### src/hw/rtl/keyframe_lerp_evaluator_core_assert.svh
// ----------------------------------------------------------------------------
// Keyframe evaluator assertion macros
// Concurrent checks that compile away for synthesis.
// ----------------------------------------------------------------------------
`ifndef KEYFRAME_LERP_EVALUATOR_CORE_ASSERT_SVH
`define KEYFRAME_LERP_EVALUATOR_CORE_ASSERT_SVH
`ifndef SYNTHESIS
`define KLE_ASSERT(lbl, clk_i, rst_n_i, prop) \
	lbl: assert property (@(posedge clk_i) disable iff (!rst_n_i) prop) \
		else $error("keyframe evaluator check failed");
`define KLE_ASSERT_ALWAYS(lbl, clk_i, prop) \
	lbl: assert property (@(posedge clk_i) prop) \
		else $error("keyframe evaluator check failed");
`else
`define KLE_ASSERT(lbl, clk_i, rst_n_i, prop)
`define KLE_ASSERT_ALWAYS(lbl, clk_i, prop)
`endif
`endif

### src/hw/rtl/klerp_pkg.sv
// ----------------------------------------------------------------------------
// klerp_pkg
// Shared types, constants and helpers of the keyframe evaluator.
// ----------------------------------------------------------------------------
package klerp_pkg;

	localparam int MAX_KEYS  = 64;
	localparam int FRAC_BITS = 16;
	localparam int ADDR_W    = $clog2(MAX_KEYS);
	localparam int CNT_W     = $clog2(MAX_KEYS + 1);
	localparam int DT_W      = 33;
	localparam int NUM_W     = DT_W + FRAC_BITS;
	localparam int PROD_W    = DT_W + 32;
	localparam int N_CH      = 7;

	typedef enum logic [1:0] {
		CMD_CLEAR  = 2'd0,
		CMD_APPEND = 2'd1,
		CMD_EVAL   = 2'd2,
		CMD_NONE   = 2'd3
	} cmd_t;

	typedef enum logic [1:0] {
		STAT_UPD   = 2'd0,
		STAT_NOUPD = 2'd1,
		STAT_FULL  = 2'd2,
		STAT_ACK   = 2'd3
	} status_t;

	typedef enum logic [3:0] {
		ST_IDLE, ST_LAST_RD, ST_LAST_CHK, ST_SRCH_RD, ST_SRCH_CHK,
		ST_A_RD, ST_A_CAP, ST_B_RD, ST_B_CAP, ST_DIV, ST_MUL, ST_ACC, ST_DONE
	} state_t;

	// val: 0 scale x, 1 scale y, 2..4 rot x/y/z, 5 pos x, 6 pos y
	typedef struct packed {
		logic [31:0]           ktime;
		logic [N_CH-1:0][31:0] val;
		logic [7:0]            tex;
	} key_t;

	// clamp a wide signed sum to the 32-bit range
	function automatic logic [31:0] sat32(input logic signed [PROD_W:0] v);
		logic signed [PROD_W:0] hi;
		logic signed [PROD_W:0] lo;
		hi = (PROD_W + 1)'(64'sh7FFF_FFFF);
		lo = -(PROD_W + 1)'(64'sh8000_0000);
		if (v > hi) return 32'h7FFF_FFFF;
		else if (v < lo) return 32'h8000_0000;
		else return v[31:0];
	endfunction

endpackage

### src/hw/rtl/klerp_div.sv
// ----------------------------------------------------------------------------
// klerp_div
// Bit-serial signed divider for the interpolation fraction, one quotient
// bit per cycle, result clamped to +-2^30.
// ----------------------------------------------------------------------------
module klerp_div (
	input  logic                             clk,
	input  logic                             arst_n,
	input  logic                             start,
	input  logic signed [klerp_pkg::NUM_W-1:0] num,
	input  logic signed [klerp_pkg::DT_W-1:0]  den,
	output logic                             done,
	output logic signed [31:0]               frac
);
	import klerp_pkg::*;

	localparam int STEP_W = $clog2(NUM_W + 1);
	localparam logic [NUM_W-1:0] LIM = NUM_W'(1) << 30;

	logic              busy_q;
	logic              done_q;
	logic [STEP_W-1:0] step_q;
	logic [NUM_W-1:0]  quo_q;
	logic [DT_W-1:0]   rem_q;
	logic [DT_W-1:0]   dvs_q;
	logic              neg_q;
	logic [DT_W:0]     rem_sh;
	logic              ge;
	logic [31:0]       mag;

	// one restoring step
	always_comb begin
		rem_sh = {rem_q, quo_q[NUM_W-1]};
		ge     = rem_sh >= {1'b0, dvs_q};
	end

	always_ff @(posedge clk or negedge arst_n) begin
		if (!arst_n) begin
			busy_q <= 1'b0;
			done_q <= 1'b0;
			step_q <= '0;
		end else begin
			done_q <= 1'b0;
			if (start) begin
				busy_q <= 1'b1;
				step_q <= STEP_W'(NUM_W);
			end else if (busy_q) begin
				step_q <= step_q - STEP_W'(1);
				if (step_q == STEP_W'(1)) begin
					busy_q <= 1'b0;
					done_q <= 1'b1;
				end
			end
		end
	end

	// datapath
	always_ff @(posedge clk) begin
		if (start) begin
			quo_q <= num[NUM_W-1] ? NUM_W'(-num) : NUM_W'(num);
			dvs_q <= den[DT_W-1] ? DT_W'(-den) : DT_W'(den);
			neg_q <= num[NUM_W-1] ^ den[DT_W-1];
			rem_q <= '0;
		end else if (busy_q) begin
			rem_q <= ge ? DT_W'(rem_sh - {1'b0, dvs_q}) : rem_sh[DT_W-1:0];
			quo_q <= {quo_q[NUM_W-2:0], ge};
		end
	end

	// clamp and sign
	always_comb begin
		mag  = (quo_q > LIM) ? LIM[31:0] : quo_q[31:0];
		frac = neg_q ? -$signed(mag) : $signed(mag);
	end

	assign done = done_q;

endmodule

### config.mk
export PLATFORM = sky130hd
export DESIGN_NAME = klerp_div
export DESIGN_NICKNAME = d
export VERILOG_FILES = /design/src/hw/rtl/keyframe_lerp_evaluator_core_assert.svh /design/src/hw/rtl/klerp_pkg.sv /design/src/hw/rtl/klerp_div.sv
export SDC_FILE = /design/constraint.sdc
export NUM_CORES = 1
export LEC_CHECK = 0
export BUFFER_PORTS_ARGS = -buffer_cell sky130_fd_sc_hd__clkbuf_2
export CAP_MARGIN = 20
export CORE_UTILIZATION = 54
export CTS_CLUSTER_DIAMETER = 30
export DETAILED_ROUTE_END_ITERATION = 10
export PLACE_DENSITY = 0.78
export SYNTH_ARGS = -nofsm -noshare
export SYNTH_HDL_FRONTEND = slang
export SYNTH_SLANG_ARGS = --single-unit
export TNS_END_PERCENT = 100
### constraint.sdc
create_clock -name clk -period 4.5 [get_ports clk]
set_input_delay 0.9 -clock clk [delete_from_list [all_inputs] [get_ports clk]]
set_output_delay 0.9 -clock clk [all_outputs]
set_load 0.02 [all_outputs]
==> flow_summary.json, run 1 <==
{
  "synth-seq-cells": 124,
  "max_slew_margin": 0.404,
  "top_layer": "met4",
  "vias_per_cell": 5.85,
  "met1_length_mm": 10.2,
  "start_util": 0.559,
  "fin_crit_sh": 1.00,
  "vias": 8449,
  "multi_input_area_um2": 5750,
  "fin_area_um2": 11100,
  "drt-pass1-iter-count": 6,
  "r2r-start": "dvs_q[5]",
  "io-pin-count": 118,
  "fin_skew_ns": 0.0116,
  "synthSimpleGateAreaFrac": 0.196,
  "syn-instance-count": 1087,
  "synth_top_area_share": 0.266,
  "synth_edf_count": 83,
  "grt.total_usage": 0.260,
  "dr_wl_met2_mm": 10.7,
  "met3_length_mm": 1.16,
  "grt_overflow": 0,
  "power_w": 0.00319,
  "dp_hpwl_mm": 16.3,
  "violations": "negative setup slack",
  "rows": 47,
  "synth_compound_area_frac": 0.216,
  "cap_violations": 0,
  "setup_ws_ns": -0.0144,
  "grt_pass1_wl_mm": 37.6,
  "die_h_um": 134,
  "fin_crit_ns": 4.51,
  "wl_per_cell_um": 15.6,
  "synth_fp_nets": 1211,
  "cts_buffer_depth": 2,
  "grt_max_degree": 82,
  "path_class": "register to primary output",
  "irDropWorstVdd_v": 0.000282,
  "fmax_mhz": 222,
  "tightest_slew_ns": 0.871,
  "async_reset_ff_frac": 0.0645,
  "grt_pass1_vias": 8009,
  "r2r_slack_ns": 0.95,
  "synth.yosys.seq_area_share": 0.358,
  "syn_avg_cell_area_um2": 8.61,
  "crit_path_max_fanout": 5,
  "route.detailed.drc": 0,
  "critPathRequiredTime_ns": 3.60,
  "register_area_um2": 3350,
  "dieArea_um2": 17900,
  "cts_sinks": 124,
  "hp-class": "input port to async pin",
  "postRouteAntennaNets": 0,
  "arrival_ns": 3.61,
  "critical_path.startpoint_type": "register",
  "synth_top_family_by_area": "compound AO/OA/AOI/OAI gates",
  "synth_top_area_cell": "edfxtp_1",
  "p_leak_nw": 4.63,
  "drv_slew": 0,
  "synthTopCellsByArea": "edfxtp_1 (27%), dfxtp_1 (7.1%), xor2_1 (6.8%)",
  "drive_above_1_share": 0.187,
  "routabilityCongestion": 0.888,
  "synth-xor-area-share": 0.115,
  "synth_mux_area_frac": 0.0151,
  "io_buffers": 117,
  "cts_max_level": 4,
  "hold_viol_final": 0,
  "cp-end-kind": "primary output",
  "fill_cells": 1383,
  "fp.dieW_um": 134,
  "reg2reg_to": "rem_q[28]",
  "setup-violations-final": 1,
  "power-per-cell-area_nw_per_um2": 288,
  "nets": 1335,
  "cts-root-buf": "clkbuf_16",
  "post-route-util": 0.660,
  "clk_transition_reported_paths_ns": 0.05,
  "cts_tree": "built",
  "whs_ns": 0.315,
  "reg2regPathDepth": 12,
  "synth_fa_ha_area_frac": 0.0529,
  "yosys_warnings": 0,
  "fp.coreArea_um2": 16800,
  "rsz0062_at_grt": "yes",
  "mappedNetlistArea_um2": 9360,
  "diodes": 0,
  "place_ws_ns": 0.00862,
  "hold_buffers": 0,
  "wl_mm": 22.5,
  "synth.distinct_cells": 78,
  "synth_top_flop_cell": "edfxtp_1",
  "placed_area_um2": 10300,
  "clk_latency_ns": 0.43,
  "antenna_found_initial": 0,
  "status": "finished with violations",
  "cts_made_buffers": 17,
  "syn_to_final_growth_pct": 18.2,
  "drtIter0Drc": 610
}
## state kept, by name (all words and copies together), names as in the netlist
register  count
rem_q        33
neg_q         1
dvs_q        33
quo_q        49
busy_q        1
step_q        6
done          1
## cells in the final DEF, fill, tap and decap left out, types with 6 or more instances in the layout
cell | synthesis | routed
clkbuf_2 | 0 | 102
nand2_1 | 86 | 83
nand2b_1 | 19 | 19
xor2_1 | 73 | 73
nand3_1 | 10 | 10
nor2b_1 | 12 | 11
inv_1 | 53 | 51
o21ai_0 | 64 | 61
edfxtp_1 | 83 | 83
or3_1 | 11 | 11
o41ai_1 | 16 | 16
o21a_1 | 11 | 11
mux2i_1 | 13 | 13
dfxtp_1 | 33 | 33
a21oi_1 | 91 | 90
a21o_1 | 8 | 8
a211oi_1 | 26 | 26
nor3_1 | 28 | 21
o31ai_1 | 25 | 25
clkbuf_16 | 0 | 17
buf_4 | 0 | 44
o211a_1 | 6 | 6
dfrtp_1 | 8 | 8
clkbuf_8 | 0 | 6
xnor2_1 | 50 | 49
clkbuf_1 | 41 | 9
nor3_2 | 0 | 6
nor4_1 | 12 | 11
nor2_1 | 142 | 140
nand4_1 | 9 | 9
ha_1 | 38 | 37
or4_1 | 14 | 13
o21ai_1 | 6 | 8
## worst max path at each step
| stage | from | endpoint | slack, ns | depth (start not counted) |
|---|---|---|---|---|
| 2_1_floorplan | quo_q[2] | frac[16] | 0.03 | 15 |
| 3_3_place_gp | quo_q[23] | frac[4] | 0.15 | 12 |
| 3_5_place_dp | quo_q[23] | frac[4] | 0.009 | 12 |
| 4_1_cts | quo_q[23] | frac[16] | -0.09 | 13 |
| 5_1_grt | quo_q[4] | frac[4] | -0.15 | 13 |
| 6_report | quo_q[22] | frac[4] | -0.01 | 13 |
## where the power goes
group          switching (W)  total [W]  internal (W)
Clock               0.000472    0.00122      0.000744
Combinational       0.000320   0.000553      0.000233
Sequential         0.0000807    0.00142       0.00134
## through the flow
step,cells,TNS [ns]
after global routing,1444,-1.18
after global placement,1395,0
after floorplan,1087,0
after detailed placement,1395,0
after CTS,1437,-0.789
final,1444,-0.0144
## final cells by class
cell class                      count  area share
Sequential cell                   124       0.303
Clock buffer                       29      0.0452
Clock inverter                      3     0.00136
Timing Repair Buffer              156      0.0873
Inverter                           53      0.0182
Multi-Input combinational cell    859       0.520
Tap cell                          220      0.0249
## routing by layer
metal  global-route usage  vias to the layer above
met1                0.343                     3920
met4               0.0840                        0
met5                    0                        -
met2                0.434                      268
met3               0.0411                       42
li1                     -                     4219
## cell families (layout without fill, tap and decap cells)
kind of cell	Yosys count	after routing
compound gates	305	305
mux	14	14
xor+xnor	123	123
simple gates	377	378
flops	124	124
buf+inv	105	241
fa+ha+maj	39	39
## cells in the mapped netlist (all sizes together), types with 4 or more instances
cell,count
a211oi,26
nor4,13
ha,38
o211a,6
a22o,5
o211ai,5
dfrtp,8
o41ai,17
mux2i,13
a41o,5
nand2b,19
xnor2,50
nor2b,13
a21oi,91
nor4b,4
and2,5
a2111oi,4
a311oi,5
o31ai,28
xor2,73
buf,9
o21a,11
nand3,10
a21boi,4
inv,53
nor3,28
clkbuf,41
nand2,88
or4,19
nand4,9
o21ai,70
a21o,8
or3,13
dfxtp,33
nor2,142
edfxtp,83
## what timing repair did
action / in CTS / in global routing
resized for setup: 32 / 23
pin swaps: 10 / 14
buffers inserted: 9 / 7
cloned: 1 / 0
setup endpoints to repair: 15 / 20
hold endpoints to repair: 0 / 0
## worst max-delay path, stage by stage (launching register included)
cell and delay, ns:
edfxtp_1 0.41, or4_4 0.55, nor4_4 0.18, or3b_4 0.45
o41ai_4 0.26, and2_4 0.24, nand2_4 0.07, ha_4 0.18
nor2b_4 0.17, buf_6 0.13, nor2_4 0.04, a41o_1 0.22
a21oi_2 0.13, clkbuf_8 0.16
Power figures use the tool's default switching activity.
==> run 2: changes to the inputs <==
Settings changed: CORE_ASPECT_RATIO set to 1.75, CORE_MARGIN set to 4.
==> run 2 against run 1 <==
  * The run still ends with negative setup slack left
  * Global-route usage is 0.85 points lower
  * Non-clock buffer count stayed put
  * Sequential power hardly changed
  * Critical path depth stayed put
  * Critical endpoint is now frac[14]
  * Power is 5.7% higher
  * Sequential share of layout area is 0.38 points lower
  * Combinational power is 1% higher
  * Register-to-register slack worse by 0.07 ns
==> flow_summary.json, run 2 (synthesis results as in run 1) <==
{
  "io-pin-count": 118,
  "place_ws_ns": 0.160,
  "largest_register_ffs": 49,
  "grt_pass1_vias": 8550,
  "grt_pass1_wl_mm": 39.9,
  "final_cells": 1450,
  "cap_violations": 0,
  "syn_to_final_growth_pct": 19.7,
  "clk_transition_reported_paths_ns": 0.07,
  "rows": 63,
  "grt_overflow": 0,
  "fin_crit_ns": 4.54,
  "diodes": 0,
  "p_sw_frac": 0.287,
  "critPathRequiredTime_ns": 3.60,
  "power-per-cell-area_nw_per_um2": 300,
  "nets": 1334,
  "route.detailed.drc": 0,
  "postRouteAntennaNets": 0,
  "dp.cells": 1400,
  "cp-end-kind": "primary output",
  "drive_above_1_share": 0.197,
  "fp.dieW_um": 108,
  "setup-violations-final": 3,
  "fmax_mhz": 220,
  "cp.depth": 13,
  "routabilityCongestion": 0.900,
  "critPathBufInv": 1,
  "pwr-share-clk": 0.412,
  "wl_per_cell_um": 17.1,
  "p_int_w": 0.00240,
  "cts_sinks": 124,
  "violations": "negative setup slack",
  "cts_buffer_depth": 2,
  "setup_ws_ns": -0.0368,
  "final_cell_mix": "nor2_1 (140), clkbuf_2 (101), a21oi_1 (89)",
  "fill_cells": 1420,
  "layout_commonest_cell": "nor2_1",
  "vias_per_cell": 5.91,
  "top_register": "quo_q",
  "start_util": 0.550,
  "drv_slew": 0,
  "clk_latency_ns": 0.42,
  "multi_input_area_um2": 5780,
  "fin_skew_ns": 0.0148,
  "fin_crit_sh": 1.01,
  "register_area_um2": 3350,
  "wl_mm": 24.7,
  "path_delay_family": "simple AND/OR/NAND/NOR gates",
  "crit_path_max_fanout": 5,
  "drt-pass1-iter-count": 5,
  "cts_tree": "built",
  "worstPathCellList": "or4_4 > nor4_4 > or3b_4 > o41ai_4 > and2_4 > nand2_4 > ha_4 > nor2b_4 > a41o_1 > nor2_1 > o21ai_1 > nand2_1 > clkbuf_8",
  "cts_made_buffers": 17,
  "rsz0062_at_grt": "yes",
  "dp_hpwl_mm": 18.2,
  "grt.total_usage": 0.251,
  "cts-root-buf": "clkbuf_16",
  "power_w": 0.00337,
  "arrival_ns": 3.64,
  "antenna_found_initial": 0,
  "reg2regPathDepth": 10,
  "seq_power_share": 0.422,
  "tightest_slew_ns": 0.927,
  "pwr-share-comb": 0.166,
  "dieArea_um2": 19600,
  "cts_max_level": 4,
  "max_slew_margin": 0.382,
  "irDropWorstVdd_v": 0.000264,
  "grt_max_degree": 129,
  "max_stage_delay_ns": 0.58,
  "cp_slowest_cell": "or4_4",
  "io_buffers": 117,
  "vias": 8568,
  "p_leak_nw": 4.67,
  "path_class": "register to primary output",
  "critical_path.startpoint_type": "register",
  "hold_viol_final": 0,
  "hp-class": "input port to async pin",
  "die_h_um": 182,
  "fp.coreArea_um2": 17000,
  "drtIter0Drc": 558,
  "reg_top3": "quo_q x49, dvs_q x33, rem_q x33",
  "power_switching_w": 0.000967,
  "status": "finished with violations"
}
[run 2: changes by cell type in the layout (fill, tap and decap cells not counted), sizes merged]
cell,before,now
clkbuf,135,132
inv,53,57
buf,50,42
nor2,143,142
clkinv,3,5
clkinvlp,0,3
bufinv,0,2
[run 2: worst register-to-register path: stages (launching register included)]
cell and delay, ns:
edfxtp_1 0.32, inv_1 0.04, ha_1 0.37, a2111oi_0 0.78, a2111oi_0 0.30, nor3_1 0.37, o41ai_1 0.18, a2111oi_0 0.69
nor3_1 0.11, o31ai_1 0.24, o21ai_0 0.10
[run 2: repair_timing]
item,in CTS,in global routing
gates resized for setup,43,12
buffers inserted,10,7
pin swaps,14,9
endpoints found under the setup margin,15,20
hold buffers,0,0
[run 2: final cells by class]
class,instances,share of cell area
clock inverters,14,0.0144
repair buffers,156,0.0892
multi-input cells,858,0.515
inverters,53,0.0181
clock buffers,18,0.0383
well taps,227,0.0253
flip-flops and latches,124,0.299
[run 2: worst paths after layout]
check,startpoint,end,slack (ns)
hold reg to reg,rem_q[24],rem_q[24],0.48
hold / removal,arst_n,step_q[2],0.31
setup reg to reg,dvs_q[6],rem_q[31],0.88
max in group asynchronous,arst_n,step_q[5],4.00
setup / recovery,quo_q[23],frac[14],-0.04
min in group clk,rem_q[24],rem_q[24],0.48
[run 2: metrics by stage]
step	hold slack [ns]	setup TNS [ns]	instance area, µm²	util
floorplan	0.445	0	9430	-
global placement	0.477	0	10300	0.603
detailed placement	0.478	0	10300	0.603
CTS	0.308	-0.802	11100	0.652
global route	0.319	-0.620	11200	0.658
finish	0.312	-0.0594	11200	0.658
[run 2: power groups by stage]
stage	logic, W	clock network [W]	registers, W
after floorplan	0.000369	0	0.00141
after global placement	0.000522	0	0.00143
after detailed placement	0.000534	0	0.00144
after CTS	0.000547	0.00140	0.00142
after global routing	0.000626	0.00146	0.00143
final	0.000559	0.00139	0.00142
[run 2: routing by layer]
metal,GRT usage,wire (µm)
met1,0.255,9000
met2,0.484,13800
met3,0.0389,923
met4,0.123,1020
met5,0,0
